<file path="src/pnm_hdr_pkg.sv">
// ----------------------------------------------------------------------------
// pnm_hdr_pkg
// Shared types and constants of the portable anymap header parser.
// ----------------------------------------------------------------------------
package pnm_hdr_pkg;

    localparam int VALUE_BITS_DEF = 32;

    localparam int IN_DATA_W  = 8;
    localparam int IN_USER_W  = 2;
    localparam int STATUS_W   = 3;
    localparam int TYPE_W     = 3;
    localparam int FIELD_W    = 32;
    localparam int OUT_BITS   = STATUS_W + TYPE_W + 3 * FIELD_W;
    localparam int OUT_DATA_W = ((OUT_BITS + 7) / 8) * 8;

    localparam logic [7:0] CH_HASH  = 8'h23;
    localparam logic [7:0] CH_P     = 8'h50;
    localparam logic [7:0] CH_4     = 8'h34;
    localparam logic [7:0] CH_6     = 8'h36;
    localparam logic [7:0] CH_LF    = 8'h0A;
    localparam logic [7:0] CH_TAB   = 8'h09;
    localparam logic [7:0] CH_SPACE = 8'h20;
    localparam logic [7:0] CH_0     = 8'h30;
    localparam logic [7:0] CH_9     = 8'h39;

    localparam logic [TYPE_W-1:0] TYPE_BITMAP = 3'd4;

    typedef enum logic [STATUS_W-1:0] {
        ST_OK       = 3'd0,
        ST_MAGIC    = 3'd1,
        ST_TYPE     = 3'd2,
        ST_MISSING  = 3'd3,
        ST_OVERFLOW = 3'd4
    } t_status;

    typedef enum logic [7:0] {
        PH_MAGIC = 8'b0000_0001,
        PH_TYPE  = 8'b0000_0010,
        PH_SEP_W = 8'b0000_0100,
        PH_NUM_W = 8'b0000_1000,
        PH_SEP_H = 8'b0001_0000,
        PH_NUM_H = 8'b0010_0000,
        PH_SEP_M = 8'b0100_0000,
        PH_NUM_M = 8'b1000_0000
    } t_phase;

endpackage

</file>
<file path="src/pnm_header_parser_unit.sv">
// ----------------------------------------------------------------------------
// pnm_header_parser_unit
// Byte-stream parser for portable anymap (P4/P5/P6) headers.
// ----------------------------------------------------------------------------
// Takes one header item per cycle, sustained. Each item is held in the
// input register; then the parser state and, when the item ends the header or
// hits an error, the result register are updated together from it, so a
// result passes the input register and then the result register. The only
// stall comes from a result that is held in the result register while the
// next item would produce another one. One result is given per header, then
// all items are dropped until an item with the restart flag.
module pnm_header_parser_unit #(
    parameter int VALUE_BITS = pnm_hdr_pkg::VALUE_BITS_DEF
) (
    input  logic                              i_clk,
    input  logic                              i_rst_n,
    input  logic                              i_s_tvalid,
    output logic                              o_s_tready,
    // [7:0] data_byte
    input  logic [pnm_hdr_pkg::IN_DATA_W-1:0] i_s_tdata,
    // [0] end_of_file, [1] restart
    input  logic [pnm_hdr_pkg::IN_USER_W-1:0] i_s_tuser,
    output logic                              o_m_tvalid,
    input  logic                              i_m_tready,
    // [2:0] status, [5:3] image_type, [37:6] width, [69:38] height,
    // [101:70] max_value, [103:102] zero
    output logic [pnm_hdr_pkg::OUT_DATA_W-1:0] o_m_tdata
);
    import pnm_hdr_pkg::*;

    // input register
    logic                 r_in_valid;
    logic [7:0]           r_in_byte;
    logic                 r_in_eof;
    logic                 r_in_restart;

    // parser state
    t_phase               r_phase,      n_phase;
    logic                 r_in_comment, n_in_comment;
    logic [VALUE_BITS-1:0] r_acc,       n_acc;
    logic [FIELD_W-1:0]   r_width,      n_width;
    logic [FIELD_W-1:0]   r_height,     n_height;
    logic [TYPE_W-1:0]    r_type,       n_type;
    logic                 r_finished,   n_finished;

    // result register
    logic                 r_out_valid;
    t_status              r_out_status;
    logic [TYPE_W-1:0]    r_out_type;
    logic [FIELD_W-1:0]   r_out_width;
    logic [FIELD_W-1:0]   r_out_height;
    logic [FIELD_W-1:0]   r_out_max;

    logic                 emit_c;
    t_status              emit_status;
    logic [FIELD_W-1:0]   emit_max;
    logic                 fire;
    logic                 in_accept;
    logic                 is_digit;
    logic                 is_space;
    logic [3:0]           digit;
    logic [VALUE_BITS+3:0] acc_x10;
    logic                 overflow;
    logic                 sep;

    assign is_digit = (r_in_byte >= CH_0) && (r_in_byte <= CH_9);
    assign is_space = (r_in_byte == CH_SPACE) || (r_in_byte == CH_TAB) ||
                      (r_in_byte == CH_LF);
    assign digit    = r_in_byte[3:0];

    // acc * 10 + digit, with four guard bits to catch overflow
    assign acc_x10  = ({4'b0, r_acc} << 3) + ({4'b0, r_acc} << 1) +
                      {{VALUE_BITS{1'b0}}, digit};
    assign overflow = |acc_x10[VALUE_BITS+3:VALUE_BITS];

    always_comb begin
        n_phase      = r_phase;
        n_in_comment = r_in_comment;
        n_acc        = r_acc;
        n_width      = r_width;
        n_height     = r_height;
        n_type       = r_type;
        n_finished   = r_finished;
        emit_c       = 1'b0;
        emit_status  = ST_OK;
        emit_max     = '0;
        sep          = 1'b0;

        if (r_in_restart) begin
            n_phase      = PH_MAGIC;
            n_in_comment = 1'b0;
            n_acc        = '0;
            n_width      = '0;
            n_height     = '0;
            n_type       = '0;
            n_finished   = 1'b0;
        end

        if (!n_finished) begin
            unique case (n_phase)
                PH_MAGIC: begin
                    if (n_in_comment) begin
                        if (r_in_eof) begin
                            emit_c      = 1'b1;
                            emit_status = ST_MAGIC;
                        end else if (r_in_byte == CH_LF) begin
                            n_in_comment = 1'b0;
                        end
                    end else if (r_in_eof) begin
                        emit_c      = 1'b1;
                        emit_status = ST_MAGIC;
                    end else if (r_in_byte == CH_HASH) begin
                        n_in_comment = 1'b1;
                    end else if (r_in_byte == CH_P) begin
                        n_phase = PH_TYPE;
                    end else begin
                        emit_c      = 1'b1;
                        emit_status = ST_MAGIC;
                    end
                end
                PH_TYPE: begin
                    if (!r_in_eof && r_in_byte >= CH_4 && r_in_byte <= CH_6) begin
                        n_type  = r_in_byte[TYPE_W-1:0];
                        n_phase = PH_SEP_W;
                    end else begin
                        emit_c      = 1'b1;
                        emit_status = ST_TYPE;
                    end
                end
                PH_SEP_W, PH_SEP_H, PH_SEP_M: begin
                    sep = 1'b1;
                end
                PH_NUM_W, PH_NUM_H, PH_NUM_M: begin
                    if (!r_in_eof && is_digit) begin
                        if (overflow) begin
                            emit_c      = 1'b1;
                            emit_status = ST_OVERFLOW;
                        end else begin
                            n_acc = acc_x10[VALUE_BITS-1:0];
                        end
                    end else if (n_phase == PH_NUM_W) begin
                        n_width = FIELD_W'(r_acc);
                        n_phase = PH_SEP_H;
                        sep     = 1'b1;
                    end else if (n_phase == PH_NUM_H) begin
                        n_height = FIELD_W'(r_acc);
                        if (n_type == TYPE_BITMAP) begin
                            emit_c = 1'b1;
                        end else begin
                            n_phase = PH_SEP_M;
                            sep     = 1'b1;
                        end
                    end else begin
                        emit_c   = 1'b1;
                        emit_max = FIELD_W'(r_acc);
                    end
                end
                default: begin
                    n_phase = PH_MAGIC;
                end
            endcase

            // separator handling; a number just ended leaves in_comment clear
            if (sep) begin
                if (r_in_eof) begin
                    emit_c      = 1'b1;
                    emit_status = ST_MISSING;
                end else if (n_in_comment) begin
                    if (r_in_byte == CH_LF) begin
                        n_in_comment = 1'b0;
                    end
                end else if (is_space) begin
                    n_in_comment = 1'b0;
                end else if (r_in_byte == CH_HASH) begin
                    n_in_comment = 1'b1;
                end else if (is_digit) begin
                    n_acc = {{(VALUE_BITS-4){1'b0}}, digit};
                    unique case (n_phase)
                        PH_SEP_W: n_phase = PH_NUM_W;
                        PH_SEP_H: n_phase = PH_NUM_H;
                        default:  n_phase = PH_NUM_M;
                    endcase
                end else begin
                    emit_c      = 1'b1;
                    emit_status = ST_MISSING;
                end
            end

            if (emit_c) begin
                n_finished = 1'b1;
            end
        end
    end

    // advance the held item unless its result would collide with a waiting one
    assign fire       = r_in_valid && (!emit_c || !r_out_valid || i_m_tready);
    assign o_s_tready = !r_in_valid || fire;
    assign in_accept  = i_s_tvalid && o_s_tready;

    always_ff @(posedge i_clk) begin
        if (!i_rst_n) begin
            r_in_valid <= 1'b0;
        end else if (in_accept) begin
            r_in_valid <= 1'b1;
        end else if (fire) begin
            r_in_valid <= 1'b0;
        end
    end

    always_ff @(posedge i_clk) begin
        if (in_accept) begin
            r_in_byte    <= i_s_tdata;
            r_in_eof     <= i_s_tuser[0];
            r_in_restart <= i_s_tuser[1];
        end
    end

    always_ff @(posedge i_clk) begin
        if (!i_rst_n) begin
            r_phase      <= PH_MAGIC;
            r_in_comment <= 1'b0;
            r_acc        <= '0;
            r_width      <= '0;
            r_height     <= '0;
            r_type       <= '0;
            r_finished   <= 1'b0;
        end else if (fire) begin
            r_phase      <= n_phase;
            r_in_comment <= n_in_comment;
            r_acc        <= n_acc;
            r_width      <= n_width;
            r_height     <= n_height;
            r_type       <= n_type;
            r_finished   <= n_finished;
        end
    end

    always_ff @(posedge i_clk) begin
        if (!i_rst_n) begin
            r_out_valid <= 1'b0;
        end else if (fire && emit_c) begin
            r_out_valid <= 1'b1;
        end else if (i_m_tready) begin
            r_out_valid <= 1'b0;
        end
    end

    always_ff @(posedge i_clk) begin
        if (fire && emit_c) begin
            r_out_status <= emit_status;
            r_out_type   <= n_type;
            r_out_width  <= n_width;
            r_out_height <= n_height;
            r_out_max    <= emit_max;
        end
    end

    assign o_m_tvalid = r_out_valid;
    assign o_m_tdata  = {{(OUT_DATA_W - OUT_BITS){1'b0}}, r_out_max, r_out_height,
                         r_out_width, r_out_type, r_out_status};

`ifndef SYNTHESIS
    a_silent_after_result: assert property (@(posedge i_clk) disable iff (!i_rst_n)
        (r_in_valid && r_finished && !r_in_restart) |-> !emit_c)
        else $error("result produced after header already finished");

    a_result_sets_finished: assert property (@(posedge i_clk) disable iff (!i_rst_n)
        (fire && emit_c) |=> (r_finished && r_out_valid))
        else $error("emitted result did not latch finished and output valid");

    a_bitmap_no_max: assert property (@(posedge i_clk) disable iff (!i_rst_n)
        (r_out_valid && r_out_status == ST_OK && r_out_type == TYPE_BITMAP)
        |-> (r_out_max == '0))
        else $error("bitmap header reported a nonzero maximum value");
`endif

endmodule

</file>
<file path="config.mk">
export PLATFORM = sky130hd
export DESIGN_NAME = pnm_header_parser_unit
export DESIGN_NICKNAME = d
export VERILOG_FILES = /design/src/pnm_hdr_pkg.sv /design/src/pnm_header_parser_unit.sv
export SDC_FILE = /design/constraint.sdc
export NUM_CORES = 1
export LEC_CHECK = 0
export ABC_AREA = 1
export BUFFER_PORTS_ARGS = -buffer_cell sky130_fd_sc_hd__buf_4
export CAP_MARGIN = 20
export CORE_ASPECT_RATIO = 1.75
export CORE_MARGIN = 4
export CORE_UTILIZATION = 55
export CTS_CLUSTER_DIAMETER = 50
export CTS_CLUSTER_SIZE = 10
export DETAILED_ROUTE_END_ITERATION = 10
export HOLD_SLACK_MARGIN = 0.05
export PLACE_DENSITY_LB_ADDON = 0.25
export SYNTH_ARGS = -nofsm -noshare
export SYNTH_HDL_FRONTEND = slang
export SYNTH_SLANG_ARGS = --single-unit
export TNS_END_PERCENT = 10
</file>
<file path="constraint.sdc">
create_clock -name i_clk -period 5.2 [get_ports i_clk]
set_clock_uncertainty 0.2 [all_clocks]
set_input_delay 1.04 -clock i_clk [delete_from_list [all_inputs] [get_ports i_clk]]
set_output_delay 1.04 -clock i_clk [all_outputs]
set_load 0.05 [all_outputs]
</file>
; Yosys cells after proc, flatten, opt, wreduce, memory -nomap -nowiden
; Cells that the tools add are included.
; W data, S select, Z words.
[word_totals]
ff_bits = 223
input_bits = 14
out_inout_bits = 106
word_cells = 169
[op_classes]
add_sub_neg = 2
order_cmp = 4
eq_ne = 16
n_mux = 107
n_bitwise = 1
n_reduce_logical = 22
[ops]
columns = operator, count
row1 = $mux W32, 22
row2 = $mux W8, 18
row3 = $mux W1, 48
row4 = $mux W3, 13
row5 = $add A35 B33 Y36, 1
row6 = $add A36 B4 Y36, 1
row7 = $pmux W8 S4, 1
row8 = $eq A8 B4 Y1 const B, 3
row9 = $eq A8 B6 Y1 const B, 3
row10 = $eq A8 B3 Y1 const B, 2
row11 = $eq A8 B5 Y1 const B, 2
row12 = $eq A8 B7 Y1 const B, 2
row13 = $ge A8 B6 Y1 const B, 2
row14 = $le A8 B6 Y1 const B, 2
row15 = $pmux W8 S2, 1
row16 = $pmux W3 S3, 1
row17 = $eq A8 B1 Y1 const B, 1
row18 = $eq A8 B2 Y1 const B, 1
row19 = $eq A8 B8 Y1 const B, 1
row20 = $logic_and A1 B1 Y1, 7
row21 = $reduce_or A3 Y1, 2
row22 = $logic_or A1 B1 Y1, 5
row23 = $reduce_or A5 Y1, 1
row24 = $logic_not A1 Y1, 4
row25 = other kinds (7), 8

; Longest topological paths before layout
[logic_depth]
ltp_word = 22
ltp_mapped = 25
depth_no_buf = 24

; Least setup slack after synthesis
; OpenSTA, ideal clock, no wires.
[synth_timing]
path_type = register to register
from = register r_in_byte[3]
to = register r_out_height[0], enable pin
setup_time_ns = 0.455
t_arrival_ns = 4.656
required_ns = 4.545
slack_ns = -0.111
stages_incl_launch_ff = 22
cell_sequence = edfxtp_1 -> inv_1 -> fa_1 -> inv_1 -> fa_1 -> nand2_1 -> nand2_1 -> nand3_1 -> nand2_1 -> nand2_1 -> nand2_1 -> nand2_1 -> nand3_1 -> nand2_1 -> nor2_4 -> nand3_4 -> nand2_1 -> nand3_2 -> nand2_1 -> inv_1 -> nand3_1 -> inv_1
[synth_via]
elab_chain_len = 19
word_cells_on_any_way = 48
cone_classes = add/sub: 1 / order compare: 4 / eq/ne: 5 / mux: 26 / reduce/logical: 12
[synth_rtl]
columns = item, line_no
row1 = from (decl), pnm_header_parser_unit.sv:33  ; logic [7:0] r_in_byte;
row2 = from (signal assigned), pnm_header_parser_unit.sv:212  ; r_in_byte <= i_s_tdata;
row3 = branches (longest 11 deep; another with $add A36 B4 Y36), --
row4 = $mux W1 (*), pnm_header_parser_unit.sv:164  ; if (sep) begin
row5 = $mux W1 (*) (2 in a row), pnm_header_parser_unit.sv:99  ; if (!n_finished) begin
row6 = $logic_not A1 Y1, pnm_header_parser_unit.sv:196  ; assign fire = r_in_valid && (!emit_c || !r_out_valid || i_m_tready);
row7 = $logic_or A1 B1 Y1 (2 in a row), pnm_header_parser_unit.sv:196
row8 = $logic_and A1 B1 Y1, pnm_header_parser_unit.sv:196
row9 = $logic_and A1 B1 Y1 (*), pnm_header_parser_unit.sv:249  ; if (fire && emit_c) begin
row10 = to (signal assigned), pnm_header_parser_unit.sv:253  ; r_out_height <= n_height;
row11 = to (decl), pnm_header_parser_unit.sv:51  ; logic [FIELD_W-1:0] r_out_height;
; Every way passes the cells marked *. The select of a mux whose other input is x is not followed.
; A chain may end at the register's enable or synchronous reset.

; Worst setup path after layout
[layout_timing]
from = register r_in_byte[3]
to = output port o_s_tready
[layout_via]
elab_chain_len = 19
word_cells_on_any_way = 48
cone_classes = add/sub: 1 / order compare: 4 / eq/ne: 5 / mux: 26 / reduce/logical: 12
[layout_rtl]
columns = item, line_no
row1 = branches (longest 11 deep; another with $add A36 B4 Y36), --
row2 = $mux W1 (*), pnm_header_parser_unit.sv:164
row3 = $mux W1 (*) (2 in a row), pnm_header_parser_unit.sv:99
row4 = $logic_not A1 Y1 (*), pnm_header_parser_unit.sv:196
row5 = $logic_or A1 B1 Y1 (*) (2 in a row), pnm_header_parser_unit.sv:196
row6 = $logic_and A1 B1 Y1 (*), pnm_header_parser_unit.sv:196
row7 = $logic_or A1 B1 Y1 (*), pnm_header_parser_unit.sv:197  ; assign o_s_tready = !r_in_valid || fire;
row8 = to (decl), pnm_header_parser_unit.sv:18  ; output logic o_s_tready,
; Marked as above.

==> metrics.csv <==
stage,metric,value,unit
critical_path,ff2ff_path_depth,15,
power,p_sw_share,30.1,%
timing,tightest_slew,896,ps
cells_and_area,drive_above_1_share,11.6,%
place,gp_congestion,1.03,
timing,finalMaxSlewViolations,0,
cts,htree_levels,1,
global_route,use_met2,50.9,%
logic_synthesis,synth-compound-area-share,10.4,%
outcome,status,"finished, final reports clean",
die,io_pins,120,
cts,cts_root_buf,clkbuf_16,
critical_path,critPathMostFrequentCell,nand2_1,
logic_synthesis,syn_area,0.0137,mm2
cells_and_area,flow.area_growth_from_synthesis,13.8,%
timing,min_period,4970,ps
logic_synthesis,ys_seq_area_share,40.7,%
cells_and_area,fin_area,0.0156,mm2
logic_synthesis,synth_area_per_cell,7.11,um2
place,place_area,0.0147,mm2
place,port-buffer-count,117,
critical_path,timing.rr.start,r_in_restart,
critical_path,required,3960,ps
power,p_leak,7.70,nW
timing,fmax,201,MHz
worst_hold_path,hp-class,reg2reg,
critical_path,crit_chain,"inv_2, fa_1, inv_1, fa_2, nand2_1, nand2_1, nand3b_1, nand2_1, nand2_1, nand2_2, nand2_1, nand2_1, nand2_1, nand2_1, nor2_4, nand3_4, nand2_1, nand3_2, nand2_1, inv_1, nand3_2, buf_8",
logic_synthesis,synth_edf_count,112,
global_route,grt_max_degree,118,
cells_and_area,layout.cells.most_common,nand2_1,
place,hpwl,29.5,mm
worst_hold_path,worstHoldStart,r_width[2],
cells_and_area,multi_input_comb_area,0.00684,mm2
logic_synthesis,yosysUniqueCellTypes,49,
worst_hold_path,holdPathStages,2,
global_route,grt_usage,28.5,%
global_route,busiest_layer,met2,
global_route,grt_pass1_vias,12400,
die,coreArea,0.0246,mm2
logic_synthesis,yosys.area_share.simple,31.7,%
critical_path,crit_fanout,4,
logic_synthesis,synth_top_family_by_area,simple AND/OR/NAND/NOR gates,
power,p_sw,1.39,mW
logic_synthesis,synthXorXnorAreaFrac,1.53,%
routing,vias_per_cell,5.54,
power,power.total,4.61,mW
global_route,use_met3,2.36,%
logic_synthesis,syn-instance-count,1929,
cts,clock_latency,540,ps
logic_synthesis,muxShareOfSynthArea,0,%
routing,drc,0,
die,fp.dieArea,0.0276,mm2
timing,setup_viol,0,
routing,drt-initial-drc-count,1180,
cells_and_area,num-fill-cells,2179,
routing,wl_per_cell,17.3,um
cts,ctsLongestPathBuffers,3,
timing,finalCritPeriodShare,95.6,%
die,die_w,127,um
power,peakVddDrop,0.207,mV
routing,wirelength,40.6,mm
critical_path,cpPeakStageDelay,550,ps
global_route,grt_overflow,0,
timing,layout_setup_ws,231,ps
critical_path,reg2reg_slack,660,ps
job,drv_cap,0,
critical_path,startpoint_type,flip-flop,
worst_hold_path,hold_end,r_width[2],
power,clkPwrFrac,37.2,%
die,fp.dieH,217,um
cts,clkTransAtPathRegs,60,ps
timing,hold_violations,0,
die,row_count,76,
global_route,grt.met1_usage,32.9,%
critical_path,end_kind,output port,
timing,max_slew_margin,40.3,%
critical_path,worstSetupPathType,reg2out,
cts,tritoncts,done,
routing,antenna_left,0,
timing,hold_slack,283,ps
cts,cts_buffers,27,
power,seq_power_share,44.2,%
die,start_util,55.7,%
power,pwr-share-comb,18.7,%
critical_path,r2r_end,r_out_max[29],
cells_and_area,layout.nets,2088,
cts,clock_sinks,223,
logic_synthesis,ys_ff_latch,223,
critical_path,cp_num_buf_inv,4,
power,internal_power,3.22,mW
power,cellPowerDensity,296,mW/mm2
cts,ctsHoldBuffers,0,
place,pre_cts_ws,289,ps
cells_and_area,seqCellArea,0.00559,mm2
critical_path,arrival,3730,ps
routing,drt_pre_antenna_iters,6,
global_route,antenna_found_initial,1,
critical_path,critPathTopFamily,simple AND/OR/NAND/NOR gates,
routing,dr_total_vias,13000,
global_route,grt_pass1_wl,62.8,mm
logic_synthesis,ys.flop_type,edfxtp_1,
cells_and_area,antennaDiodeCount,0,
cells_and_area,final_cell_mix,"566 x nand2_1, 292 x nor2_1, 206 x inv_1",
logic_synthesis,synth-adder-area-share,6.04,%
critical_path,slowest_stage,fa_1,
logic_synthesis,yosys_warnings,0,
logic_synthesis,async_flop_share,0,%
power by group through the flow:
stage	clock, mW	combinational [mW]	sequential (mW)
after detailed placement	0	0.849	2.07
final	1.71	0.860	2.04
after floorplan	0	0.476	2.20
after CTS	1.73	0.857	2.03
after global placement	0	0.833	2.07
after global routing	1.81	0.938	2.05
timing repair:
item                                    4_1_cts  5_1_grt
pin swaps                                     3        1
gates cloned                                  0        0
resized for setup                             2        9
endpoints found under the hold margin         0        0
endpoints found under the setup margin        1        1
setup buffers                                 3        1
state kept, by name, indices dropped and copies added (netlist names), 3 cells and up:
name,count
r_out_max,32
r_out_height,32
r_in_byte,8
r_out_type,3
r_out_width,32
r_type,3
r_width,32
r_phase,8
r_out_status,3
r_height,32
r_acc,32
layer usage:
metal	vias to the layer above	wire length (um)
met5	-	13
met1	5998	15200
met3	137	2300
li1	6358	-
met2	487	20700
met4	2	2400
synth_stat cells (all sizes together), types with 2 or more instances:
cell	number	area (um2)
ha	63	788
fa	2	40.0
o211ai	13	97.6
a21oi	108	586
nor2	302	1170
nand3b	32	240
o21ai	85	425
o21bai	3	22.5
o22ai	13	81.3
nor3	15	80.1
nand3	102	543
a22oi	5	37.5
xnor2	16	140
a31oi	16	100
inv	219	822
a211oi	3	22.5
nand2	576	2180
edfxtp	112	3360
buf	49	302
xor2	8	70.1
nor4	2	18.8
nand4	12	75.1
dfxtp	111	2220
clkinv	4	15.0
a21boi	2	15.0
nor3b	2	15.0
clkbuf	46	173
a21o	2	15.0
logic make-up (layout without fill, tap and decap cells):
| group | count (synthesis) | count (layout) |
|---|---|---|
| other | 1 | 2 |
| DFF | 223 | 223 |
| xor gates and xnor gates | 24 | 24 |
| and+or+nand+nor | 1045 | 1045 |
| AOI/OAI and AO/OA | 253 | 253 |
| adders and majority gates | 65 | 65 |
| buffers and inverters | 318 | 418 |
how the worst max path moves through the flow:
stage                  from  depth (start not counted)  slack (ps)               to
2_1_floorplan  r_in_byte[3]                         22         250  r_out_height[0]
3_3_place_gp   r_in_byte[3]                         22         360       o_s_tready
3_5_place_dp   r_in_byte[3]                         22         290       o_s_tready
4_1_cts        r_in_byte[3]                         22          20       o_s_tready
5_1_grt        r_in_byte[3]                         22          -3       o_s_tready
6_report       r_in_byte[3]                         22         230       o_s_tready
worst min-delay path, stage by stage (launching register included):
cell,delay [ps]
dfxtp_1,330
a21oi_1,40
nor2_1,80
area by class of cell:
| class | count | area share (%) |
|---|---|---|
| Multi-Input combinational cell | 1389 | 43.9 |
| Sequential cell | 223 | 35.8 |
| Timing Repair Buffer | 145 | 7.27 |
| Inverter | 223 | 5.39 |
| Clock buffer | 47 | 4.94 |
| Tap cell | 312 | 2.50 |
| Clock inverter | 3 | 0.168 |
metrics by stage:
| step | util [%] | std cells | setup TNS (ps) |
|---|---|---|---|
| 6_report | 63.3 | 2342 | 0 |
| 5_1_grt | 63.3 | 2342 | -2.74 |
| 4_1_cts | 63.2 | 2341 | 0 |
| 3_5_place_dp | 59.9 | 2288 | 0 |
| 3_3_place_gp | 59.9 | 2288 | 0 |
| 2_1_floorplan | - | 1930 | 0 |
No activity file was read; power rests on OpenSTA's default activity.
